File: config.mk
export PLATFORM = sky130hd
export DESIGN_NAME = roaring_treemap_size_estimator
export DESIGN_NICKNAME = d
export VERILOG_FILES = /design/src/hdl/rtse_pkg.sv /design/src/hdl/roaring_treemap_size_estimator.sv /design/src/hdl/rtse_ctrl.sv /design/src/hdl/rtse_datapath.sv
export SDC_FILE = /design/constraint.sdc
export NUM_CORES = 2
export LEC_CHECK = 0
export BUFFER_PORTS_ARGS = -buffer_cell sky130_fd_sc_hd__buf_2
export CORE_ASPECT_RATIO = 1.1
export CORE_MARGIN = 2
export CORE_UTILIZATION = 55
export CTS_BUF_LIST = sky130_fd_sc_hd__clkbuf_4 sky130_fd_sc_hd__clkbuf_8 sky130_fd_sc_hd__clkbuf_16
export CTS_CLUSTER_DIAMETER = 50
export CTS_CLUSTER_SIZE = 25
export DETAILED_ROUTE_END_ITERATION = 10
export PLACE_DENSITY = 0.77
export SYNTH_ARGS = -nofsm -noshare
export SYNTH_HDL_FRONTEND = slang
export SYNTH_HIERARCHICAL = 1
export SYNTH_SLANG_ARGS = --single-unit
File: constraint.sdc
create_clock -name i_clk -period 14.1 [get_ports i_clk]
set_clock_uncertainty 0.05 [all_clocks]
set_input_delay 1.41 -clock i_clk [delete_from_list [all_inputs] [get_ports i_clk]]
set_output_delay 1.41 -clock i_clk [all_outputs]
set_load 0.01 [all_outputs]
File: src/hdl/rtse_pkg.sv
// Shared types, constants and sizing functions for the treemap size estimator.
// Used by rtse_ctrl, rtse_datapath and the top level; depends on nothing.
`timescale 1ns / 1ps

package rtse_pkg;

    // Id space geometry.
    localparam int BUCKET_BITS    = 16;
    localparam int ID_W           = 64;
    localparam int BUCKET_W       = ID_W - BUCKET_BITS;
    localparam int KEY_W          = BUCKET_W - BUCKET_BITS;
    localparam int IDS_PER_BUCKET = 1 << BUCKET_BITS;

    // Counter and sum widths.
    localparam int CNT_W  = 17;
    localparam int BODY_W = 14;
    localparam int HDR_W  = 21;
    localparam int CSUM_W = 34;
    localparam int NB_W   = 32;
    localparam int PER_W  = 20;
    localparam int PROD_W = NB_W + PER_W;

    // Store costs in bytes.
    localparam int BITSET_BYTES = 8192;
    localparam int FULL_BODY    = 6;
    localparam int SEG_OVERHEAD = 1 + 4;
    localparam int EMPTY_BYTES  = 8;
    localparam int REPORT_BASE  = EMPTY_BYTES + 4;

    localparam logic [CNT_W-1:0] MAX17    = '1;
    localparam logic [CNT_W-1:0] FULL_IDS = CNT_W'(IDS_PER_BUCKET);

    // Cost of one bitmap whose buckets are all completely covered.
    localparam logic [PER_W-1:0] BULK_PER = PER_W'(4 + (4 + 8 * IDS_PER_BUCKET
        + (IDS_PER_BUCKET + 7) / 8) + FULL_BODY * IDS_PER_BUCKET);

    // Input word kinds.
    localparam logic [1:0] KIND_RESTART = 2'd0;
    localparam logic [1:0] KIND_RANGE   = 2'd1;
    localparam logic [1:0] KIND_SEGMENT = 2'd2;

    // Register map.
    localparam logic REG_COMPARE_FLOOR = 1'b0;

    // Datapath operations.
    typedef enum logic [4:0] {
        OP_NONE,
        OP_CAPTURE,
        OP_CLEAR,
        OP_SEG,
        OP_END,
        OP_SETSPAN,
        OP_OPEN,
        OP_ADD_OPEN,
        OP_FRZ_BKT,
        OP_BMP_SUM,
        OP_BMP_ADD,
        OP_FULL_EXTRA,
        OP_BULK_MUL,
        OP_BULK_ADD,
        OP_REP1,
        OP_REP2,
        OP_REP3,
        OP_REP4
    } t_op;

    // Operand selection for pieces and full-bucket runs.
    typedef enum logic [2:0] {
        SRC_FIRST_SINGLE,
        SRC_FIRST,
        SRC_LAST,
        SRC_SPAN_K,
        SRC_RUN_SAME,
        SRC_RUN_TAILK,
        SRC_RUN_M,
        SRC_OPEN_M
    } t_src;

    typedef enum logic [4:0] {
        S_IDLE,
        S_DECODE,
        S_END,
        S_FIRST,
        S_SPAN_K,
        S_SPAN_CHK,
        S_SPAN_CROSS,
        S_SPAN_BMP,
        S_SPAN_BMP2,
        S_BULK_MUL,
        S_BULK_ADD,
        S_SPAN_OPEN,
        S_LAST,
        S_PIECE,
        S_PIECE_BMP,
        S_PIECE_BMP2,
        S_PIECE_OPEN,
        S_RUN_FRZ,
        S_RUN_EXTRA,
        S_RUN_OPEN,
        S_REP1,
        S_REP2,
        S_REP3,
        S_REP4
    } t_state;

    typedef struct packed {
        t_op  op;
        t_src src;
    } t_cmd;

    typedef struct packed {
        logic [1:0] kind;
        logic       len_zero;
        logic       started;
        logic       piece_eq;
        logic       key_eq;
        logic       single;
        logic       gap;
        logic       span_one;
        logic       same_key;
        logic       k_lo_top;
        logic       m_lo_zero;
        logic       nb_zero;
        logic       n_gt1;
        logic       out_free;
    } t_status;

    typedef struct packed {
        logic [BODY_W-1:0] bytes;
        logic              is_run;
    } t_body;

    // Saturating 64-bit add.
    function automatic logic [ID_W-1:0] f_sat_add64(input logic [ID_W-1:0] a,
                                                    input logic [ID_W-1:0] b);
        logic [ID_W:0] s;
        s = {1'b0, a} + {1'b0, b};
        return s[ID_W] ? '1 : s[ID_W-1:0];
    endfunction

    // Cheapest store for one bucket; a tie goes to the run store.
    function automatic t_body f_body(input logic [CNT_W-1:0] ids,
                                     input logic [CNT_W-1:0] runs);
        logic [CNT_W:0]   plain_full;
        logic [BODY_W-1:0] plain;
        logic [19:0]      as_run;
        t_body            res;
        plain_full = {ids, 1'b0};
        plain      = (plain_full > (CNT_W+1)'(BITSET_BYTES)) ? BODY_W'(BITSET_BYTES)
                                                             : plain_full[BODY_W-1:0];
        as_run     = 20'd2 + {1'b0, runs, 2'b00};
        res.is_run = (as_run <= {6'b0, plain});
        res.bytes  = res.is_run ? as_run[BODY_W-1:0] : plain;
        return res;
    endfunction

    // Per-bitmap header bytes for a bucket count.
    function automatic logic [HDR_W-1:0] f_header(input logic [CNT_W:0] buckets,
                                                  input logic has_run);
        logic [CNT_W+1:0] plus7;
        logic [HDR_W-1:0] flags;
        logic [HDR_W-1:0] x8;
        logic [HDR_W-1:0] x4;
        logic [HDR_W-1:0] res;
        plus7 = {1'b0, buckets} + (CNT_W+2)'(7);
        flags = HDR_W'(plus7 >> 3);
        x8    = {buckets, 3'b000};
        x4    = {1'b0, buckets, 2'b00};
        if (has_run) begin
            if (buckets >= (CNT_W+1)'(4)) begin
                res = HDR_W'(4) + x8 + flags;
            end else begin
                res = HDR_W'(4) + x4 + flags;
            end
        end else begin
            res = HDR_W'(8) + x8;
        end
        return res;
    endfunction

endpackage

File: src/hdl/roaring_treemap_size_estimator.sv
// Top level: one word in, one size word out. One word is processed at a time: the input
// stalls until the controller is idle again; the result register lets the next word be
// accepted while the previous result waits. Synchronous active-low reset clears the
// controller, the estimator state and the result valid flag, and sets compare_floor to 32.
`timescale 1ns / 1ps

module roaring_treemap_size_estimator (
    input  logic                      i_clk,
    input  logic                      i_rst_n,
    input  logic                      i_in_valid,
    output logic                      o_in_stall,
    input  logic [1:0]                i_kind,
    input  logic [rtse_pkg::ID_W-1:0] i_range_base,
    input  logic [rtse_pkg::ID_W-1:0] i_range_length,
    input  logic [31:0]               i_segment_bytes,
    output logic                      o_out_valid,
    input  logic                      i_out_stall,
    output logic [rtse_pkg::ID_W-1:0] o_bitmap_bytes,
    output logic                      o_prefers_bitmap,
    input  logic                      psel,
    input  logic                      penable,
    input  logic                      pwrite,
    input  logic [2:0]                paddr,
    input  logic [31:0]               pwdata,
    output logic [31:0]               prdata,
    output logic                      pready
);

    logic [7:0]        r_floor;
    rtse_pkg::t_cmd    w_cmd;
    rtse_pkg::t_status w_status;

    // Configuration register write.
    always_ff @(posedge i_clk) begin
        if (!i_rst_n) begin
            r_floor <= 8'd32;
        end else if (psel && penable && pwrite && pready
                     && (paddr[2] == rtse_pkg::REG_COMPARE_FLOOR)) begin
            r_floor <= pwdata[7:0];
        end
    end

    // Configuration readback; the port never inserts wait states.
    assign pready = 1'b1;
    assign prdata = (paddr[2] == rtse_pkg::REG_COMPARE_FLOOR) ? {24'b0, r_floor} : 32'b0;

    rtse_ctrl u_ctrl (
        .i_clk      (i_clk),
        .i_rst_n    (i_rst_n),
        .i_in_valid (i_in_valid),
        .o_in_stall (o_in_stall),
        .i_status   (w_status),
        .o_cmd      (w_cmd)
    );

    rtse_datapath u_datapath (
        .i_clk            (i_clk),
        .i_rst_n          (i_rst_n),
        .i_cmd            (w_cmd),
        .o_status         (w_status),
        .i_kind           (i_kind),
        .i_range_base     (i_range_base),
        .i_range_length   (i_range_length),
        .i_segment_bytes  (i_segment_bytes),
        .i_compare_floor  (r_floor),
        .i_out_stall      (i_out_stall),
        .o_out_valid      (o_out_valid),
        .o_bitmap_bytes   (o_bitmap_bytes),
        .o_prefers_bitmap (o_prefers_bitmap)
    );

endmodule

File: src/hdl/rtse_ctrl.sv
// Sequencing controller for the treemap size estimator.
// Depends on rtse_pkg; drives rtse_datapath through command and status structs.
`timescale 1ns / 1ps

module rtse_ctrl (
    input  logic              i_clk,
    input  logic              i_rst_n,
    input  logic              i_in_valid,
    output logic              o_in_stall,
    input  rtse_pkg::t_status i_status,
    output rtse_pkg::t_cmd    o_cmd
);

    rtse_pkg::t_state r_state, n_state;
    rtse_pkg::t_state r_ret, n_ret;
    rtse_pkg::t_src   r_src, n_src;

    // State, operand select and return point registers.
    always_ff @(posedge i_clk) begin
        if (!i_rst_n) begin
            r_state <= rtse_pkg::S_IDLE;
            r_ret   <= rtse_pkg::S_IDLE;
            r_src   <= rtse_pkg::SRC_FIRST;
        end else begin
            r_state <= n_state;
            r_ret   <= n_ret;
            r_src   <= n_src;
        end
    end

    // A new word is taken only between items.
    assign o_in_stall = (r_state != rtse_pkg::S_IDLE);

    // Next state and datapath command.
    always_comb begin
        n_state   = r_state;
        n_ret     = r_ret;
        n_src     = r_src;
        o_cmd.op  = rtse_pkg::OP_NONE;
        o_cmd.src = r_src;
        unique case (r_state)
            rtse_pkg::S_IDLE: begin
                if (i_in_valid) begin
                    o_cmd.op = rtse_pkg::OP_CAPTURE;
                    n_state  = rtse_pkg::S_DECODE;
                end
            end
            rtse_pkg::S_DECODE: begin
                n_state = rtse_pkg::S_REP1;
                case (i_status.kind)
                    rtse_pkg::KIND_RESTART: o_cmd.op = rtse_pkg::OP_CLEAR;
                    rtse_pkg::KIND_SEGMENT: o_cmd.op = rtse_pkg::OP_SEG;
                    rtse_pkg::KIND_RANGE: begin
                        if (!i_status.len_zero) begin
                            n_state = rtse_pkg::S_END;
                        end
                    end
                    default: o_cmd.op = rtse_pkg::OP_NONE;
                endcase
            end
            rtse_pkg::S_END: begin
                o_cmd.op = rtse_pkg::OP_END;
                n_state  = rtse_pkg::S_FIRST;
            end
            // Piece in the first bucket; the inner span bounds are set alongside.
            rtse_pkg::S_FIRST: begin
                o_cmd.op = rtse_pkg::OP_SETSPAN;
                n_state  = rtse_pkg::S_PIECE;
                if (i_status.single) begin
                    n_src = rtse_pkg::SRC_FIRST_SINGLE;
                    n_ret = rtse_pkg::S_REP1;
                end else begin
                    n_src = rtse_pkg::SRC_FIRST;
                    n_ret = i_status.gap ? rtse_pkg::S_SPAN_K : rtse_pkg::S_LAST;
                end
            end
            rtse_pkg::S_SPAN_K: begin
                n_src   = rtse_pkg::SRC_SPAN_K;
                n_ret   = rtse_pkg::S_SPAN_CHK;
                n_state = rtse_pkg::S_PIECE;
            end
            // Decide how the covered buckets after the first full one are charged.
            rtse_pkg::S_SPAN_CHK: begin
                if (i_status.span_one) begin
                    n_state = rtse_pkg::S_LAST;
                end else if (i_status.same_key) begin
                    n_src   = rtse_pkg::SRC_RUN_SAME;
                    n_ret   = rtse_pkg::S_LAST;
                    n_state = rtse_pkg::S_RUN_FRZ;
                end else if (!i_status.k_lo_top) begin
                    n_src   = rtse_pkg::SRC_RUN_TAILK;
                    n_ret   = rtse_pkg::S_SPAN_CROSS;
                    n_state = rtse_pkg::S_RUN_FRZ;
                end else begin
                    n_state = rtse_pkg::S_SPAN_CROSS;
                end
            end
            rtse_pkg::S_SPAN_CROSS: begin
                o_cmd.op = rtse_pkg::OP_FRZ_BKT;
                n_state  = rtse_pkg::S_SPAN_BMP;
            end
            rtse_pkg::S_SPAN_BMP: begin
                o_cmd.op = rtse_pkg::OP_BMP_SUM;
                n_state  = rtse_pkg::S_SPAN_BMP2;
            end
            rtse_pkg::S_SPAN_BMP2: begin
                o_cmd.op = rtse_pkg::OP_BMP_ADD;
                n_state  = i_status.nb_zero ? rtse_pkg::S_SPAN_OPEN : rtse_pkg::S_BULK_MUL;
            end
            rtse_pkg::S_BULK_MUL: begin
                o_cmd.op = rtse_pkg::OP_BULK_MUL;
                n_state  = rtse_pkg::S_BULK_ADD;
            end
            rtse_pkg::S_BULK_ADD: begin
                o_cmd.op = rtse_pkg::OP_BULK_ADD;
                n_state  = rtse_pkg::S_SPAN_OPEN;
            end
            rtse_pkg::S_SPAN_OPEN: begin
                o_cmd.op  = rtse_pkg::OP_OPEN;
                o_cmd.src = rtse_pkg::SRC_OPEN_M;
                if (i_status.m_lo_zero) begin
                    n_state = rtse_pkg::S_LAST;
                end else begin
                    n_src   = rtse_pkg::SRC_RUN_M;
                    n_ret   = rtse_pkg::S_LAST;
                    n_state = rtse_pkg::S_RUN_FRZ;
                end
            end
            rtse_pkg::S_LAST: begin
                n_src   = rtse_pkg::SRC_LAST;
                n_ret   = rtse_pkg::S_REP1;
                n_state = rtse_pkg::S_PIECE;
            end
            // Add one piece: open, extend, or close and reopen.
            rtse_pkg::S_PIECE: begin
                if (!i_status.started) begin
                    o_cmd.op = rtse_pkg::OP_OPEN;
                    n_state  = r_ret;
                end else if (i_status.piece_eq) begin
                    o_cmd.op = rtse_pkg::OP_ADD_OPEN;
                    n_state  = r_ret;
                end else begin
                    o_cmd.op = rtse_pkg::OP_FRZ_BKT;
                    n_state  = rtse_pkg::S_PIECE_BMP;
                end
            end
            rtse_pkg::S_PIECE_BMP: begin
                if (i_status.key_eq) begin
                    o_cmd.op = rtse_pkg::OP_OPEN;
                    n_state  = r_ret;
                end else begin
                    o_cmd.op = rtse_pkg::OP_BMP_SUM;
                    n_state  = rtse_pkg::S_PIECE_BMP2;
                end
            end
            rtse_pkg::S_PIECE_BMP2: begin
                o_cmd.op = rtse_pkg::OP_BMP_ADD;
                n_state  = rtse_pkg::S_PIECE_OPEN;
            end
            rtse_pkg::S_PIECE_OPEN: begin
                o_cmd.op = rtse_pkg::OP_OPEN;
                n_state  = r_ret;
            end
            // Run of full buckets inside one bitmap.
            rtse_pkg::S_RUN_FRZ: begin
                o_cmd.op = rtse_pkg::OP_FRZ_BKT;
                n_state  = i_status.n_gt1 ? rtse_pkg::S_RUN_EXTRA : rtse_pkg::S_RUN_OPEN;
            end
            rtse_pkg::S_RUN_EXTRA: begin
                o_cmd.op = rtse_pkg::OP_FULL_EXTRA;
                n_state  = rtse_pkg::S_RUN_OPEN;
            end
            rtse_pkg::S_RUN_OPEN: begin
                o_cmd.op = rtse_pkg::OP_OPEN;
                n_state  = r_ret;
            end
            // Size report.
            rtse_pkg::S_REP1: begin
                o_cmd.op = rtse_pkg::OP_REP1;
                n_state  = rtse_pkg::S_REP2;
            end
            rtse_pkg::S_REP2: begin
                o_cmd.op = rtse_pkg::OP_REP2;
                n_state  = rtse_pkg::S_REP3;
            end
            rtse_pkg::S_REP3: begin
                o_cmd.op = rtse_pkg::OP_REP3;
                n_state  = rtse_pkg::S_REP4;
            end
            rtse_pkg::S_REP4: begin
                if (i_status.out_free) begin
                    o_cmd.op = rtse_pkg::OP_REP4;
                    n_state  = rtse_pkg::S_IDLE;
                end
            end
            default: n_state = rtse_pkg::S_IDLE;
        endcase
    end

endmodule

File: src/hdl/rtse_datapath.sv
// Datapath of the treemap size estimator: estimator state, range split and size report.
// Depends on rtse_pkg; driven by rtse_ctrl.
`timescale 1ns / 1ps

module rtse_datapath (
    input  logic                      i_clk,
    input  logic                      i_rst_n,
    input  rtse_pkg::t_cmd            i_cmd,
    output rtse_pkg::t_status         o_status,
    input  logic [1:0]                i_kind,
    input  logic [rtse_pkg::ID_W-1:0] i_range_base,
    input  logic [rtse_pkg::ID_W-1:0] i_range_length,
    input  logic [31:0]               i_segment_bytes,
    input  logic [7:0]                i_compare_floor,
    input  logic                      i_out_stall,
    output logic                      o_out_valid,
    output logic [rtse_pkg::ID_W-1:0] o_bitmap_bytes,
    output logic                      o_prefers_bitmap
);

    localparam int BB = rtse_pkg::BUCKET_BITS;
    localparam int BW = rtse_pkg::BUCKET_W;
    localparam int KW = rtse_pkg::KEY_W;
    localparam int CW = rtse_pkg::CNT_W;

    // Estimator state.
    logic                      r_started;
    logic [KW-1:0]             r_key;
    logic [BW-1:0]             r_bucket;
    logic [CW-1:0]             r_ids;
    logic [CW-1:0]             r_runs;
    logic [31:0]               r_cbody;
    logic                      r_any;
    logic [CW-1:0]             r_count;
    logic [rtse_pkg::ID_W-1:0] r_cbt;
    logic [rtse_pkg::ID_W-1:0] r_rbt;

    // Captured word and working registers.
    logic [1:0]                  r_kind;
    logic [rtse_pkg::ID_W-1:0]   r_base;
    logic [rtse_pkg::ID_W-1:0]   r_len;
    logic [rtse_pkg::ID_W-1:0]   r_lenm1;
    logic [31:0]                 r_seg;
    logic [rtse_pkg::ID_W-1:0]   r_end;
    logic [BW-1:0]               r_k;
    logic [BW-1:0]               r_m;
    logic [rtse_pkg::NB_W-1:0]   r_nb;
    logic [rtse_pkg::PROD_W-1:0] r_prod;
    logic [rtse_pkg::CSUM_W-1:0] r_c;
    logic [rtse_pkg::BODY_W-1:0] r_rbody;
    logic [rtse_pkg::HDR_W-1:0]  r_rhdr;
    logic [rtse_pkg::CSUM_W-1:0] r_s;
    logic [rtse_pkg::ID_W-1:0]   r_bytes;

    // Output register.
    logic                      r_ovalid;
    logic [rtse_pkg::ID_W-1:0] r_obytes;
    logic                      r_opref;

    // Combinational helpers.
    logic [BW-1:0]             w_b0;
    logic [BW-1:0]             w_bl;
    logic [BB-1:0]             w_base_lo;
    logic [BB-1:0]             w_end_lo;
    logic [BB-1:0]             w_k_lo;
    logic [BB-1:0]             w_m_lo;
    logic [BW-1:0]             w_pbucket;
    logic [CW-1:0]             w_pids;
    logic [BB-1:0]             w_pn;
    logic [BB-1:0]             w_nm1;
    logic [18:0]               w_six;
    rtse_pkg::t_body           w_body;
    logic [32:0]               w_cbody_frz;
    logic [32:0]               w_cbody_ext;
    logic [CW:0]               w_ids_sum;
    logic [CW:0]               w_cnt_ext;
    logic [rtse_pkg::ID_W:0]   w_end_sum;
    logic [rtse_pkg::ID_W:0]   w_bytes_ovh;
    logic                      w_pref;

    assign w_b0      = r_base[rtse_pkg::ID_W-1:BB];
    assign w_bl      = r_end[rtse_pkg::ID_W-1:BB];
    assign w_base_lo = r_base[BB-1:0];
    assign w_end_lo  = r_end[BB-1:0];
    assign w_k_lo    = r_k[BB-1:0];
    assign w_m_lo    = r_m[BB-1:0];

    // Operand select: bucket, id count and full-bucket run length.
    always_comb begin
        w_pbucket = r_m;
        w_pids    = rtse_pkg::FULL_IDS;
        w_pn      = '0;
        unique case (i_cmd.src)
            rtse_pkg::SRC_FIRST_SINGLE: begin
                w_pbucket = w_b0;
                w_pids    = {1'b0, w_end_lo} - {1'b0, w_base_lo} + CW'(1);
            end
            rtse_pkg::SRC_FIRST: begin
                w_pbucket = w_b0;
                w_pids    = rtse_pkg::FULL_IDS - {1'b0, w_base_lo};
            end
            rtse_pkg::SRC_LAST: begin
                w_pbucket = w_bl;
                w_pids    = {1'b0, w_end_lo} + CW'(1);
            end
            rtse_pkg::SRC_SPAN_K: begin
                w_pbucket = r_k;
            end
            rtse_pkg::SRC_RUN_SAME: begin
                w_pbucket = r_m;
                w_pn      = w_m_lo - w_k_lo;
            end
            rtse_pkg::SRC_RUN_TAILK: begin
                w_pbucket = {r_k[BW-1:BB], {BB{1'b1}}};
                w_pn      = ~w_k_lo;
            end
            rtse_pkg::SRC_RUN_M: begin
                w_pbucket = r_m;
                w_pn      = w_m_lo;
            end
            rtse_pkg::SRC_OPEN_M: begin
                w_pbucket = {r_m[BW-1:BB], {BB{1'b0}}};
            end
            default: w_pbucket = r_m;
        endcase
    end

    // Arithmetic shared by the state updates and the size report.
    assign w_body      = rtse_pkg::f_body(r_ids, r_runs);
    assign w_cbody_frz = {1'b0, r_cbody} + 33'(w_body.bytes);
    assign w_nm1       = w_pn - BB'(1);
    assign w_six       = {1'b0, w_nm1, 2'b00} + {2'b00, w_nm1, 1'b0};
    assign w_cbody_ext = {1'b0, r_cbody} + {14'b0, w_six};
    assign w_cnt_ext   = {1'b0, r_count} + {2'b00, w_nm1};
    assign w_ids_sum   = {1'b0, r_ids} + {1'b0, w_pids};
    assign w_end_sum   = {1'b0, r_base} + {1'b0, r_lenm1};
    assign w_bytes_ovh = {1'b0, r_bytes} + (rtse_pkg::ID_W+1)'(rtse_pkg::SEG_OVERHEAD);
    assign w_pref      = ({56'b0, i_compare_floor} <= r_rbt)
                         && (w_bytes_ovh < {1'b0, r_rbt});

    // Status to the controller.
    always_comb begin
        o_status.kind      = r_kind;
        o_status.len_zero  = (r_len == '0);
        o_status.started   = r_started;
        o_status.piece_eq  = (w_pbucket == r_bucket);
        o_status.key_eq    = (w_pbucket[BW-1:BB] == r_key);
        o_status.single    = (w_b0 == w_bl);
        o_status.gap       = (w_bl != w_b0 + BW'(1));
        o_status.span_one  = (r_m == r_k);
        o_status.same_key  = (r_m[BW-1:BB] == r_k[BW-1:BB]);
        o_status.k_lo_top  = &w_k_lo;
        o_status.m_lo_zero = (w_m_lo == '0);
        o_status.nb_zero   = (r_nb == '0);
        o_status.n_gt1     = (w_pn > BB'(1));
        o_status.out_free  = !r_ovalid || !i_out_stall;
    end

    // Estimator state updates.
    always_ff @(posedge i_clk) begin
        if (!i_rst_n) begin
            r_started <= 1'b0;
            r_key     <= '0;
            r_bucket  <= '0;
            r_ids     <= '0;
            r_runs    <= '0;
            r_cbody   <= '0;
            r_any     <= 1'b0;
            r_count   <= '0;
            r_cbt     <= '0;
            r_rbt     <= '0;
        end else begin
            unique case (i_cmd.op)
                rtse_pkg::OP_CLEAR: begin
                    r_started <= 1'b0;
                    r_key     <= '0;
                    r_bucket  <= '0;
                    r_ids     <= '0;
                    r_runs    <= '0;
                    r_cbody   <= '0;
                    r_any     <= 1'b0;
                    r_count   <= '0;
                    r_cbt     <= '0;
                    r_rbt     <= '0;
                end
                rtse_pkg::OP_SEG: begin
                    r_rbt <= rtse_pkg::f_sat_add64(r_rbt, {32'b0, r_seg});
                end
                rtse_pkg::OP_OPEN: begin
                    r_started <= 1'b1;
                    r_key     <= w_pbucket[BW-1:BB];
                    r_bucket  <= w_pbucket;
                    r_ids     <= w_pids;
                    r_runs    <= CW'(1);
                end
                rtse_pkg::OP_ADD_OPEN: begin
                    r_ids  <= w_ids_sum[CW] ? rtse_pkg::MAX17 : w_ids_sum[CW-1:0];
                    r_runs <= (r_runs == rtse_pkg::MAX17) ? rtse_pkg::MAX17
                                                          : r_runs + CW'(1);
                end
                rtse_pkg::OP_FRZ_BKT: begin
                    r_cbody <= w_cbody_frz[32] ? '1 : w_cbody_frz[31:0];
                    r_any   <= r_any | w_body.is_run;
                    r_count <= (r_count == rtse_pkg::MAX17) ? rtse_pkg::MAX17
                                                            : r_count + CW'(1);
                end
                rtse_pkg::OP_BMP_ADD: begin
                    r_cbt   <= rtse_pkg::f_sat_add64(r_cbt, 64'(r_c));
                    r_cbody <= '0;
                    r_any   <= 1'b0;
                    r_count <= '0;
                end
                rtse_pkg::OP_FULL_EXTRA: begin
                    r_cbody <= w_cbody_ext[32] ? '1 : w_cbody_ext[31:0];
                    r_count <= w_cnt_ext[CW] ? rtse_pkg::MAX17 : w_cnt_ext[CW-1:0];
                    r_any   <= 1'b1;
                end
                rtse_pkg::OP_BULK_ADD: begin
                    r_cbt <= rtse_pkg::f_sat_add64(r_cbt, 64'(r_prod));
                end
                default: r_started <= r_started;
            endcase
        end
    end

    // Captured word, range bounds and report pipeline.
    always_ff @(posedge i_clk) begin
        r_nb <= r_m[BW-1:BB] - r_k[BW-1:BB] - rtse_pkg::NB_W'(1);
        unique case (i_cmd.op)
            rtse_pkg::OP_CAPTURE: begin
                r_kind  <= i_kind;
                r_base  <= i_range_base;
                r_len   <= i_range_length;
                r_lenm1 <= i_range_length - rtse_pkg::ID_W'(1);
                r_seg   <= i_segment_bytes;
            end
            rtse_pkg::OP_END: begin
                r_end <= w_end_sum[rtse_pkg::ID_W] ? '1 : w_end_sum[rtse_pkg::ID_W-1:0];
            end
            rtse_pkg::OP_SETSPAN: begin
                r_k <= w_b0 + BW'(1);
                r_m <= w_bl - BW'(1);
            end
            rtse_pkg::OP_BMP_SUM: begin
                r_c <= rtse_pkg::CSUM_W'(4)
                       + rtse_pkg::CSUM_W'(rtse_pkg::f_header({1'b0, r_count}, r_any))
                       + rtse_pkg::CSUM_W'(r_cbody);
            end
            rtse_pkg::OP_BULK_MUL: begin
                r_prod <= rtse_pkg::PROD_W'(r_nb) * rtse_pkg::PROD_W'(rtse_pkg::BULK_PER);
            end
            rtse_pkg::OP_REP1: begin
                r_rbody <= w_body.bytes;
                r_rhdr  <= rtse_pkg::f_header({1'b0, r_count} + (CW+1)'(1),
                                              r_any | w_body.is_run);
            end
            rtse_pkg::OP_REP2: begin
                r_s <= rtse_pkg::CSUM_W'(rtse_pkg::REPORT_BASE)
                       + rtse_pkg::CSUM_W'(r_rhdr)
                       + rtse_pkg::CSUM_W'(r_cbody)
                       + rtse_pkg::CSUM_W'(r_rbody);
            end
            rtse_pkg::OP_REP3: begin
                r_bytes <= r_started ? rtse_pkg::f_sat_add64(r_cbt, 64'(r_s))
                                     : rtse_pkg::ID_W'(rtse_pkg::EMPTY_BYTES);
            end
            rtse_pkg::OP_REP4: begin
                r_obytes <= r_bytes;
                r_opref  <= w_pref;
            end
            default: r_kind <= r_kind;
        endcase
    end

    // Result word valid flag.
    always_ff @(posedge i_clk) begin
        if (!i_rst_n) begin
            r_ovalid <= 1'b0;
        end else if (i_cmd.op == rtse_pkg::OP_REP4) begin
            r_ovalid <= 1'b1;
        end else if (!i_out_stall) begin
            r_ovalid <= 1'b0;
        end
    end

    assign o_out_valid      = r_ovalid;
    assign o_bitmap_bytes   = r_obytes;
    assign o_prefers_bitmap = r_opref;

endmodule
# After elaboration in Yosys (flattened, before gate mapping)
# Index checks and enable logic that the tools add are counted.
# word_totals
ff_bits	1014
latch_bits	0
ram_bits	0
rom_bits	0
input_bits	204
out_inout_bits	100
n_memories	0
# op_classes
add_sub_neg	43
n_mul	1
div_mod_pow	0
magnitude_cmp	7
n_eq_ne	63
shifts	0
muxes	68
bitwise_logic	4
reduce_logical	32
# ops
cell	n
$pmux 48 s6	1
$mux 64	4
$pmux 17 s3	4
$pmux 64 s3	1
$eq 48x48->1	3
$add 64x34->65	2
$pmux 64 s2	1
$mux 21	5
$pmux 5 s21	1
$pmux 32 s3	1
$pmux 48 s2	1
$mux 5	18
$pmux 5 s17	1
$add 21x16->21	4
$eq 5x4->1 const B	16
$add 34x32->34	2
$mux 17	4
$add 64x3->65 const B	1
$add 64x32->65	1
$add 64x52->65	1
$add 64x64->65	1
$lt 65x64->1	1
$eq 32x32->1	2
$le 8x64->1	1
other kinds (82)	141

# Longest topological paths before layout
# depth
word_depth	13
ltp_mapped	33

# Hierarchy
# Netlist, hierarchy kept.
# modules_own_cells
mod	instances	cells_per_inst	area_per_inst_um2
rtse_datapath	1	8472	76088.0
rtse_ctrl	1	199	1390.1
roaring_treemap_size_estimator	1	70	595.6

# Worst setup path before layout
# No wires, ideal clock.
# synth_timing
path_type	reg-to-reg
start	register u_ctrl.r_state[3]
end	register u_datapath/r_base[0] (netlist bit) (enable)
arrival_time_ns	9.767
required_time_ns	13.433
path_slack_ns	3.666
path_stages_with_launch	25
path_cell_list	dfxtp_1 buf_2 nor2b_1 buf_6 nand2_1 nand2b_1 clkbuf_1 inv_1 nor2_1 clkbuf_1 buf_1 a22oi_1 o22ai_1 a31oi_1 xnor2_1 nor4_1 nand4_1 nor2_1 and4_1 nand2_1 o32a_1 o21ai_1 clkbuf_1 clkbuf_1 and3_1
# synth_lines
element	line_no	text
from (decl)	rtse_ctrl.sv:14	rtse_pkg::t_state r_state, n_state;
from (signal assigned)	rtse_ctrl.sv:21	r_state <= rtse_pkg::S_IDLE;
from (signal assigned)	rtse_ctrl.sv:25	r_state <= n_state;
to (signal assigned)	rtse_datapath.sv:232	r_base <= i_range_base;
to (decl)	rtse_datapath.sv:40	logic [rtse_pkg::ID_W-1:0] r_base;

==> flow_metrics.env <==
export IMPL_cp_end_kind="flop"
export IMPL_yosysSeqAreaShare=0.336
export IMPL_finalMaxSlewViolations=0
export IMPL_r2r_slack_ns=3.61
export IMPL_area_delta_synth_final_pct=8.99
export IMPL_io_pins=304
export IMPL_status="finished, final reports clean"
export IMPL_min_path_cells=2
export IMPL_ant_nets=0
export IMPL_num_rows=145
export IMPL_grt_antenna_before_repair=4
export IMPL_reg2reg_to="u_datapath/r_cbody[26]"
export IMPL_worstPathRequired_ns=14.71
export IMPL_min_period_over_period=0.744
export IMPL_arrival_ns=11.09
export IMPL_cts_tree="done"
export IMPL_wl_per_cell_um=21.0
export IMPL_avgSynthCellArea_um2=8.93
export IMPL_ys_flop_type="edfxtp_1"
export IMPL_cts_setup_buffers=0
export IMPL_drc=0
export IMPL_setup_viol=0
export IMPL_yosysTopAreaCell="edfxtp_1"
export IMPL_htreeDepth=3
export IMPL_hp_class="flop to flop"
export IMPL_die_area_um2=145000
export IMPL_start_kind="flop"
export IMPL_synth_area_um2=78100
export IMPL_grt_overflow=0
export IMPL_final_nets=9967
export IMPL_synth_cell_types=101
export IMPL_route_vias_total=67400
export IMPL_drive_above_1_share=0.0733
export IMPL_yosysTopAreaCellShare=0.255
export IMPL_dpl_hpwl_um=176000
export IMPL_gp_congestion=0.992
export IMPL_multi_input_area_um2=48300
export IMPL_cts_root_buf="clkbuf_16"
export IMPL_grt_max_degree=151
export IMPL_worstMarginPinSlew_ns=1.26
export IMPL_holdPathEnd="u_ctrl/r_src[0]"
export IMPL_synthArstFlopShare=0
export IMPL_rsz0062_at_grt="false"
export IMPL_cpMaxStageDelayCell="nand2_1"
export IMPL_grt_use_total=0.303
export IMPL_n_fill_cell=12100
export IMPL_seqCellArea_um2=26200
export IMPL_initial_core_util=0.552
export IMPL_synth_edf_count=664
export IMPL_insertion_delay_ns=0.77
export IMPL_hp_start="u_ctrl/r_src[0]"
export IMPL_drt_total_wl_um=227000
export IMPL_grt_pass1_wl_um=351000
export IMPL_final_hold_viol_count=0
export IMPL_die_h_um=399
export IMPL_clk_pin_slew_worst_paths_ns=0.07
export IMPL_numCtsBuffers=115
export IMPL_rr_startpoint="u_ctrl/r_state[1]"
export IMPL_syn_instance_count=8741
export IMPL_io_buffers=252
export IMPL_synth_seq_cells=979
export IMPL_reg2reg_depth=32
export IMPL_grt_pass1_vias=64500
export IMPL_fmax_ghz=0.0953
export IMPL_slew_headroom=0.154
export IMPL_drtPass1Iterations=7
export IMPL_synth_area_leaders="edfxtp_1 26%, ha_1 13%, dfxtp_1 8.1%"
export IMPL_cts_buffer_depth=3
export IMPL_yosysMostFrequentCell="ha_1"
export IMPL_critPathKind="flop to flop"
export IMPL_fin_setup_tns_ns=0
export IMPL_cts_hold_buf=0
export IMPL_cts_resized=0
export IMPL_yosys_warnings=6
export IMPL_drt_initial_drc_count=6500
export IMPL_fp_dieW_um=363
export IMPL_maxCapViolations=0
export IMPL_min_period_ns=10.49
export IMPL_synth_common_cells="813 x ha_1, 722 x a21oi_1, 693 x nor2_1"
export IMPL_vias_per_cell=6.26
export IMPL_cp_max_fo=39
export IMPL_cts_num_sinks=979
export IMPL_coreArea_um2=142000
export IMPL_cp_slowest_stage_delay_ns=0.93
-- routing by layer --
layer	share of wire	up-vias	GRT usage
li1	-	32000	-
met1	0.40	31900	0.376
met2	0.48	2879	0.520
met3	0.071	588	0.0380
met4	0.051	4	0.147
met5	0.00012	-	0
-- per-stage QoR --
stage                     instances  hold slack [ns]   util  setup WS (ns)  instance area (um2)
final                         10800            0.423  0.601           3.61                85100
after global routing          10800            0.449  0.601           3.17                85100
after CTS                     10800            0.428  0.601           3.92                85100
after detailed placement      10600            0.408  0.572           3.98                80900
after global placement        10600            0.402  0.572           4.10                80900
after floorplan                8765            0.375      -           3.67                78200
-- sequential cells by signal (all words and copies together), names as in the netlist, 33 cells and up --
name and count:
u_datapath/o_bitmap_bytes 64, u_datapath/r_base 64, u_datapath/r_bytes 64, u_datapath/r_cbt 64
u_datapath/r_end 64, u_datapath/r_len 64, u_datapath/r_lenm1 64, u_datapath/r_rbt 64
u_datapath/r_prod 49, u_datapath/r_k 48, u_datapath/r_m 48, u_datapath/r_c 33
u_datapath/r_s 33
-- worst max-delay path by stage --
stage	cells after the start	from	slack [ns]	end
after floorplan	24	u_ctrl/r_state[3]	3.67	u_datapath/r_base[0]
after global placement	32	u_ctrl/r_state[0]	4.10	u_datapath/r_cbody[26]
after detailed placement	32	u_ctrl/r_state[1]	3.98	u_datapath/r_cbody[26]
after CTS	32	u_ctrl/r_state[0]	3.92	u_datapath/r_cbody[26]
after global routing	32	u_ctrl/r_state[0]	3.17	u_datapath/r_cbody[26]
final	32	u_ctrl/r_state[1]	3.61	u_datapath/r_cbody[26]
-- cells by family after synthesis --
group	Yosys count	synth area share
AO/OA/AOI/OAI	2393	0.192
XOR/XNOR	889	0.0997
adder cells (fa/ha/maj)	930	0.160
buffers and inverters	952	0.0478
flip-flops	979	0.336
multiplexers	34	0.00446
other	3	0.000144
AND/OR/NAND/NOR	2561	0.160
-- worst max-delay path: cells and delay by family, from the launching register on --
kind | cells | cell delay, ns
compound gates | 8 | 1.27
xor+xnor | 1 | 0.21
simple gates | 15 | 5.13
flops | 1 | 0.83
buf+inv | 8 | 2.80
-- placed cells by master (no fill, tap or decap), drive strengths merged, types with 30 or more instances in the layout --
cell type / synthesis / routed
and3: 90 / 90
a221oi: 49 / 49
nand3: 225 / 225
xor2: 350 / 350
nor4: 124 / 124
o22ai: 61 / 61
or3: 39 / 39
o31a: 30 / 30
o21ai: 574 / 574
nor3: 209 / 209
a21o: 236 / 236
o31ai: 40 / 40
or2: 31 / 31
a31oi: 137 / 137
o21bai: 68 / 68
clkbuf: 311 / 124
a22oi: 58 / 58
nor2: 694 / 694
nand4: 167 / 167
o211ai: 35 / 35
and2: 34 / 34
nand2b: 78 / 78
buf: 71 / 333
xnor2: 539 / 539
a211oi: 70 / 70
nor2b: 95 / 95
nand2: 651 / 651
clkinv: 3 / 37
fa: 117 / 117
inv: 567 / 615
ha: 813 / 813
edfxtp: 664 / 664
o21a: 83 / 83
a21oi: 723 / 723
dfxtp: 315 / 315
and4: 38 / 38
o221ai: 35 / 35
-- final cells by class --
cell class / instances / area share
repair buffers: 333 / 0.0223
inverters: 570 / 0.0252
flip-flops and latches: 979 / 0.308
multi-input cells: 6834 / 0.568
clock buffers: 124 / 0.0348
well taps: 1837 / 0.0270
clock inverters: 94 / 0.0146
diodes: 1 / 0.0000294
Power is not shown: default switching activity piles up to over one toggle a cycle in this logic, so the estimate is an artifact.
